--- src/sv/cqr_pkg.sv ---
// ----------------------------------------------------------------------------
// cqr_pkg
// Shared types and codes of the circular queue with readout.
// ----------------------------------------------------------------------------
package cqr_pkg;

    localparam int DATA_W = 32;
    localparam int CAP_W  = 5;
    localparam int APB_AW = 3;
    localparam int APB_DW = 32;

    localparam logic [CAP_W-1:0] CAP_RESET = 5'd16;

    localparam logic [1:0] CMD_ENQ  = 2'd0;
    localparam logic [1:0] CMD_DEQ  = 2'd1;
    localparam logic [1:0] CMD_PEEK = 2'd2;
    localparam logic [1:0] CMD_DISP = 2'd3;

    localparam logic [1:0] ST_OK    = 2'd0;
    localparam logic [1:0] ST_OVF   = 2'd1;
    localparam logic [1:0] ST_EMPTY = 2'd2;

    localparam logic REG_CAPACITY = 1'b0;

    typedef struct packed {
        logic       enq;
        logic       imm;
        logic [1:0] imm_status;
        logic       start;
        logic       emit;
    } t_ctrl_cmd;

    typedef struct packed {
        logic out_free;
        logic empty;
        logic full;
        logic walk_last;
    } t_dp_stat;

endpackage

--- src/sv/circular_queue_with_readout.sv ---
// Enqueue, and every overflow or empty request: result registered and valid in the cycle after accept.
// Dequeue and peek: slot index, registered slot read, then result register after accept; a stalled output waits.
// Display: entries are read in turn from the head through the registered read port of the slot memory
// (FETCH, then EMIT state), and a stalled output holds the walk.
// A new request is taken only once the previous one has produced all its results.
// Synchronous reset empties the queue and sets capacity to 16; slots are not cleared.
// ----------------------------------------------------------------------------
// circular_queue_with_readout
// Bounded circular FIFO of signed 32-bit values with an APB capacity register.
// ----------------------------------------------------------------------------
module circular_queue_with_readout import cqr_pkg::*; #(
    parameter int DEPTH = 16
) (
    input  logic              i_clk,
    input  logic              i_rst_n,
    input  logic              i_s_tvalid,
    output logic              o_s_tready,
    input  logic [DATA_W-1:0] i_s_tdata,   // [31:0] value
    input  logic [1:0]        i_s_tuser,   // [1:0] cmd
    output logic              o_m_tvalid,
    input  logic              i_m_tready,
    output logic [DATA_W-1:0] o_m_tdata,   // [31:0] data
    output logic [1:0]        o_m_tuser,   // [1:0] status
    output logic              o_m_tlast,
    input  logic              psel,
    input  logic              penable,
    input  logic              pwrite,
    input  logic [APB_AW-1:0] paddr,
    input  logic [APB_DW-1:0] pwdata,
    output logic [APB_DW-1:0] prdata,
    output logic              pready
);

    t_ctrl_cmd        cmd;
    t_dp_stat         stat;
    logic             cfg_we;
    logic [CAP_W-1:0] capacity;

    assign pready = 1'b1;
    assign cfg_we = psel && penable && pwrite && pready && (paddr[2] == REG_CAPACITY);
    assign prdata = (paddr[2] == REG_CAPACITY) ? {{(APB_DW-CAP_W){1'b0}}, capacity} : '0;

    cqr_ctrl u_ctrl (
        .i_clk   (i_clk),
        .i_rst_n (i_rst_n),
        .i_valid (i_s_tvalid),
        .i_cmd   (i_s_tuser),
        .i_stat  (stat),
        .o_ready (o_s_tready),
        .o_cmd   (cmd)
    );

    cqr_dp #(
        .DEPTH (DEPTH)
    ) u_dp (
        .i_clk      (i_clk),
        .i_rst_n    (i_rst_n),
        .i_cmd      (cmd),
        .i_op       (i_s_tuser),
        .i_value    (i_s_tdata),
        .i_cfg_we   (cfg_we),
        .i_cfg_data (pwdata[CAP_W-1:0]),
        .i_m_ready  (i_m_tready),
        .o_stat     (stat),
        .o_capacity (capacity),
        .o_m_valid  (o_m_tvalid),
        .o_m_status (o_m_tuser),
        .o_m_data   (o_m_tdata),
        .o_m_last   (o_m_tlast)
    );

endmodule

--- src/sv/cqr_ctrl.sv ---
// ----------------------------------------------------------------------------
// cqr_ctrl
// Request sequencer: accepts commands and steps the slot readout walk.
// ----------------------------------------------------------------------------
module cqr_ctrl import cqr_pkg::*; (
    input  logic       i_clk,
    input  logic       i_rst_n,
    input  logic       i_valid,
    input  logic [1:0] i_cmd,
    input  t_dp_stat   i_stat,
    output logic       o_ready,
    output t_ctrl_cmd  o_cmd
);

    localparam logic [1:0] S_IDLE  = 2'd0;
    localparam logic [1:0] S_FETCH = 2'd1;
    localparam logic [1:0] S_EMIT  = 2'd2;

    logic [1:0] r_state;
    logic [1:0] n_state;
    logic       accept;

    assign o_ready = (r_state == S_IDLE) && i_stat.out_free;
    assign accept  = o_ready && i_valid;

    always_comb begin
        n_state          = r_state;
        o_cmd            = '0;
        o_cmd.imm_status = ST_OK;
        case (r_state)
            S_IDLE: begin
                if (accept) begin
                    case (i_cmd)
                        CMD_ENQ: begin
                            o_cmd.imm = 1'b1;
                            if (i_stat.full) begin
                                o_cmd.imm_status = ST_OVF;
                            end else begin
                                o_cmd.enq = 1'b1;
                            end
                        end
                        default: begin
                            if (i_stat.empty) begin
                                o_cmd.imm        = 1'b1;
                                o_cmd.imm_status = ST_EMPTY;
                            end else begin
                                o_cmd.start = 1'b1;
                                n_state     = S_FETCH;
                            end
                        end
                    endcase
                end
            end
            S_FETCH: begin
                n_state = S_EMIT;
            end
            S_EMIT: begin
                if (i_stat.out_free) begin
                    o_cmd.emit = 1'b1;
                    n_state    = i_stat.walk_last ? S_IDLE : S_FETCH;
                end
            end
            default: begin
                n_state = S_IDLE;
            end
        endcase
    end

    always_ff @(posedge i_clk) begin
        if (!i_rst_n) begin
            r_state <= S_IDLE;
        end else begin
            r_state <= n_state;
        end
    end

endmodule

--- src/sv/cqr_dp.sv ---
// ----------------------------------------------------------------------------
// cqr_dp
// Slot memory, head/tail/count pointers, readout walk and result register.
// ----------------------------------------------------------------------------
module cqr_dp import cqr_pkg::*; #(
    parameter int DEPTH = 16
) (
    input  logic              i_clk,
    input  logic              i_rst_n,
    input  t_ctrl_cmd         i_cmd,
    input  logic [1:0]        i_op,
    input  logic [DATA_W-1:0] i_value,
    input  logic              i_cfg_we,
    input  logic [CAP_W-1:0]  i_cfg_data,
    input  logic              i_m_ready,
    output t_dp_stat          o_stat,
    output logic [CAP_W-1:0]  o_capacity,
    output logic              o_m_valid,
    output logic [1:0]        o_m_status,
    output logic [DATA_W-1:0] o_m_data,
    output logic              o_m_last
);

    localparam int IW = (DEPTH > 1) ? $clog2(DEPTH) : 1;
    localparam int CW = $clog2(DEPTH + 1);
    localparam int EW = (CW > CAP_W) ? CW : CAP_W;

    logic [DATA_W-1:0] r_mem [DEPTH];
    logic [DATA_W-1:0] r_rd_data;

    logic [CAP_W-1:0]  r_capacity, n_capacity;
    logic [IW-1:0]     r_head, n_head;
    logic [IW-1:0]     r_tail, n_tail;
    logic [CW-1:0]     r_count, n_count;
    logic [IW-1:0]     r_idx, n_idx;
    logic [CW-1:0]     r_left, n_left;
    logic              r_pop, n_pop;
    logic              r_out_valid, n_out_valid;
    logic [1:0]        r_out_status;
    logic [DATA_W-1:0] r_out_data;
    logic              r_out_last;

    logic [EW-1:0]     cap_ext;
    logic [CW-1:0]     cap_eff;
    logic              out_free;

    function automatic logic [IW-1:0] adv(input logic [IW-1:0] idx,
                                          input logic [CW-1:0] cap);
        logic [CW-1:0] nxt;
        nxt = CW'(idx) + CW'(1);
        return (nxt >= cap) ? '0 : nxt[IW-1:0];
    endfunction

    assign cap_ext = EW'(r_capacity);

    always_comb begin
        if (cap_ext == '0) begin
            cap_eff = CW'(1);
        end else if (cap_ext > EW'(DEPTH)) begin
            cap_eff = CW'(DEPTH);
        end else begin
            cap_eff = cap_ext[CW-1:0];
        end
    end

    assign out_free         = !r_out_valid || i_m_ready;
    assign o_stat.out_free  = out_free;
    assign o_stat.empty     = (r_count == '0);
    assign o_stat.full      = (r_count >= cap_eff);
    assign o_stat.walk_last = (r_left == CW'(1));

    always_comb begin
        n_capacity  = r_capacity;
        n_head      = r_head;
        n_tail      = r_tail;
        n_count     = r_count;
        n_idx       = r_idx;
        n_left      = r_left;
        n_pop       = r_pop;
        n_out_valid = r_out_valid;
        if (i_m_ready) begin
            n_out_valid = 1'b0;
        end
        if (i_cmd.imm || i_cmd.emit) begin
            n_out_valid = 1'b1;
        end
        if (i_cmd.enq) begin
            n_tail  = adv(r_tail, cap_eff);
            n_count = r_count + CW'(1);
        end
        if (i_cmd.start) begin
            n_idx  = r_head;
            n_left = (i_op == CMD_DISP) ? r_count : CW'(1);
            n_pop  = (i_op == CMD_DEQ);
        end
        if (i_cmd.emit) begin
            if (r_pop) begin
                n_count = r_count - CW'(1);
                if (r_count == CW'(1)) begin
                    n_head = '0;
                    n_tail = '0;
                end else begin
                    n_head = adv(r_head, cap_eff);
                end
            end
            n_idx  = adv(r_idx, cap_eff);
            n_left = r_left - CW'(1);
        end
        if (i_cfg_we) begin
            n_capacity = i_cfg_data;
            n_head     = '0;
            n_tail     = '0;
            n_count    = '0;
        end
    end

    always_ff @(posedge i_clk) begin
        if (!i_rst_n) begin
            r_capacity  <= CAP_RESET;
            r_head      <= '0;
            r_tail      <= '0;
            r_count     <= '0;
            r_idx       <= '0;
            r_left      <= '0;
            r_pop       <= 1'b0;
            r_out_valid <= 1'b0;
        end else begin
            r_capacity  <= n_capacity;
            r_head      <= n_head;
            r_tail      <= n_tail;
            r_count     <= n_count;
            r_idx       <= n_idx;
            r_left      <= n_left;
            r_pop       <= n_pop;
            r_out_valid <= n_out_valid;
        end
    end

    always_ff @(posedge i_clk) begin
        if (i_cmd.enq) begin
            r_mem[r_tail] <= i_value;
        end
        r_rd_data <= r_mem[r_idx];
    end

    always_ff @(posedge i_clk) begin
        if (i_cmd.imm) begin
            r_out_status <= i_cmd.imm_status;
            r_out_data   <= '0;
            r_out_last   <= 1'b1;
        end else if (i_cmd.emit) begin
            r_out_status <= ST_OK;
            r_out_data   <= r_rd_data;
            r_out_last   <= (r_left == CW'(1));
        end
    end

    assign o_capacity = r_capacity;
    assign o_m_valid  = r_out_valid;
    assign o_m_status = r_out_status;
    assign o_m_data   = r_out_data;
    assign o_m_last   = r_out_last;

endmodule

--- config.mk ---
export PLATFORM = sky130hd
export DESIGN_NAME = circular_queue_with_readout
export DESIGN_NICKNAME = d
export VERILOG_FILES = /design/src/sv/cqr_pkg.sv /design/src/sv/circular_queue_with_readout.sv /design/src/sv/cqr_ctrl.sv /design/src/sv/cqr_dp.sv
export SDC_FILE = /design/constraint.sdc
export NUM_CORES = 1
export LEC_CHECK = 0
export BUFFER_PORTS_ARGS = -buffer_cell sky130_fd_sc_hd__buf_4
export CAP_MARGIN = 20
export CORE_ASPECT_RATIO = 1.4
export CORE_MARGIN = 2
export CORE_UTILIZATION = 50
export CTS_CLUSTER_DIAMETER = 50
export DETAILED_ROUTE_END_ITERATION = 6
export PLACE_DENSITY_LB_ADDON = 0.05
export SLEW_MARGIN = 20
export SYNTH_ARGS = -nofsm -noshare
export SYNTH_HDL_FRONTEND = slang
export SYNTH_SLANG_ARGS = --single-unit
--- constraint.sdc ---
create_clock -name i_clk -period 14.45 [get_ports i_clk]
set_clock_uncertainty 0.2 [all_clocks]
set_input_delay 2.1675 -clock i_clk [delete_from_list [all_inputs] [get_ports i_clk]]
set_output_delay 2.1675 -clock i_clk [all_outputs]
set_load 0.02 [all_outputs]
==> impl_metrics.tcl <==
set metrics [dict create \
    status "completed" \
    hold_slack_ns 0.235 \
    gp_congestion 0.760 \
    grt_overflow_total 0 \
    path_max_fanout 4 \
    antenna_found_initial 1 \
    power_density_nw_per_um2 133 \
    start_util 0.504 \
    grt_max_degree 74 \
    drtIter0Drc 838 \
    hold_path_depth 2 \
    synth_top_cell_by_area "edfxtp_1" \
    cts_made_buffers 57 \
    wire_per_inst_um 25.2 \
    tightest_slew_ns 0.989 \
    crit_top_cell "buf_4" \
    fmax_ghz 0.197 \
    chipHeight_um 261 \
    period_share 0.351 \
    num_vias 11300 \
    wl_um 50000 \
    via_per_inst 5.69 \
    max-slew-margin-rel 0.340 \
    clkTransAtPathRegs_ns 0.06 \
    avgSynthCellArea_um2 19.5 \
    final_nets 1417 \
    hold_viol_final 0 \
    cp.arrival_ns 2.70 \
    yosys-top-cells-count "514 x edfxtp_1, 160 x mux4_2, 96 x dfxtp_1" \
    synthFlopType "edfxtp_1" \
    gr-usage-all-layers 0.209 \
    synth_warnings 0 \
    clockBufferDepth 3 \
    die_w_um 187 \
    yosysMostFrequentCell "edfxtp_1" \
    setup_tns_ns 0 \
    setup_slack_ns 9.38 \
    drc 0 \
    finalMaxSlewViolations 0 \
    multiInputGateArea_um2 5810 \
    firstDrtPassIters 5 \
    ys_ff_latch 610 \
    hold_buffers 0 \
    ir_drop_mv 0.116 \
    fin_util 0.571 \
    rsz0062_at_grt "false" \
    cp-end-kind "primary output" \
    synth_top_area_share 0.656 \
    ys_seq_area_frac 0.738 \
    root_buffer "clkbuf_16" \
    place_hpwl_um 25100 \
    cts_setup_buffers 0 \
    final.min_clock_period_ns 5.07 \
    synthTopCellsByArea "edfxtp_1 66%, mux4_2 15%, dfxtp_1 8.2%, ha_1 1.4%, nand2_1 1.4%" \
    cts_resized 0 \
    min_path_type "reg2reg" \
    startpoint_type "input port" \
    setup_viol 0 \
    crit_chain "buf_4, nor2b_4, nor3_1, buf_4" \
    drive_above_1_share 0.284 \
    ant_nets 0 \
    grt_pass1_vias 11800 \
    critPathRequiredTime_ns 12.08 \
    core-area_um2 46700 \
    netlist_area_um2 23500 \
    synth_cell_types 58 \
    p_leak_uw 0.00863 \
    insertion_delay_ns 0.59 \
    std_cell_rows 94 \
    pin_count 146 \
    async_flop_share 0 \
    synthesis.instances 1205 \
    dieArea_um2 48800 \
    grt_pass1_wl_um 74400 \
    clock_sinks 610 \
    cpPeakStageDelay_ns 0.20 \
    dp_slack_ns 9.38 \
    ff2ff_path_depth 10 \
    port_buffers 88 \
    seq_area_um2 17400 \
    path_buf_inv 2 \
    area_growth_pct 13.4 \
    cpMaxStageDelayCell "nor3_1" \
    htreeDepth 2 \
    cts_tree "done" \
    synth_edf_count 514 \
    fill_cells 3603 \
    criticalPathCategory "in2out" \
    cp.depth 4 \
    crit_family "buffers and inverters" \
    cap_violations 0 \
]
## tightest hold or removal path: cells and delay by family, from the launching register on
kind | cells | cell delay, ns
compound gates | 1 | 0.05
flops | 1 | 0.30
simple gates | 1 | 0.05
## path summary, 6_finish.rpt
check	from	to	slack, ns
max	i_m_tready	o_s_tready	9.38
min	u_dp.r_rd_data[25]$_DFF_P_	u_dp.o_m_data[25]$_SDFFE_PP0P_	0.23
min reg2reg	u_dp.r_rd_data[25]$_DFF_P_	u_dp.o_m_data[25]$_SDFFE_PP0P_	0.23
max reg2reg	u_dp.o_capacity[1]$_SDFFE_PN0P_	u_dp.r_mem[12][10]$_DFFE_PP_	10.41
## metrics by stage
| stage | cells | power (µW) | cell area [µm²] |
|---|---|---|---|
| 2_1_floorplan | 1231 | 2070 | 23600 |
| 3_3_place_gp | 1879 | 2120 | 24800 |
| 3_5_place_dp | 1879 | 2120 | 24800 |
| 4_1_cts | 1985 | 3580 | 26700 |
| 5_1_grt | 1986 | 3660 | 26700 |
| 6_report | 1986 | 3540 | 26700 |
## logic make-up (layout without fill, tap and decap cells)
logic type	Yosys count	after routing	synth area share
AOI/OAI and AO/OA	98	98	0.0246
xor gates and xnor gates	7	7	0.00261
adders and majority gates	30	30	0.0156
buffers and inverters	98	228	0.0213
DFF	610	610	0.738
muxes	165	165	0.155
other	2	29	0.000319
and+or+nand+nor	195	195	0.0420
## cell type report
class / instances / share of cell area
inverters: 11 / 0.00155
multi-input cells: 523 / 0.218
repair buffers: 111 / 0.0315
clock buffers: 73 / 0.0581
diodes: 1 / 0.0000939
flip-flops and latches: 610 / 0.651
well taps: 624 / 0.0293
clock inverters: 33 / 0.0102
## per-layer routing
layer / GRT usage / wire length [µm] / vias to the layer above
met1: 0.268 / 20800 / 5981
met5: 0 / 0 / -
met3: 0.0317 / 1920 / 70
li1: - / - / 5018
met4: 0.0595 / 1060 / 0
met2: 0.372 / 26200 / 234
## where the power goes
part	internal (µW)	total, µW	switching [µW]	leakage (µW)
registers	1920	1940	17.7	0.00541
clock network	827	1460	632	0.000894
logic	66.5	143	76.7	0.00232
total	2820	3540	726	0.00863
## cells in the final DEF (no fill, tap or decap), types with 11 or more instances in the layout
cell,n
nor2_1,22
clkbuf_16,58
clkbuf_1,11
inv_1,11
mux4_2,160
nand3_1,17
o21ai_0,13
dfxtp_1,92
clkinv_1,14
nor3_1,14
ha_1,27
edfxtp_1,514
nand2_1,88
buf_4,109
a21oi_1,52
conb_1,28
## flip-flops by register name, summed over array words and instances, names as in the netlist
name	count
u_dp.r_tail	4
u_dp.o_capacity	5
u_dp.r_left	5
u_dp.r_idx	4
u_dp.r_mem	512
u_dp.o_m_last	1
u_dp.o_m_data	32
u_dp.r_pop	1
u_dp.r_rd_data	32
u_dp.o_m_valid	1
u_dp.r_head	4
u_dp.r_count	5
u_dp.o_m_status	2
u_ctrl.r_state	2
(Power assumes the default switching activity.)
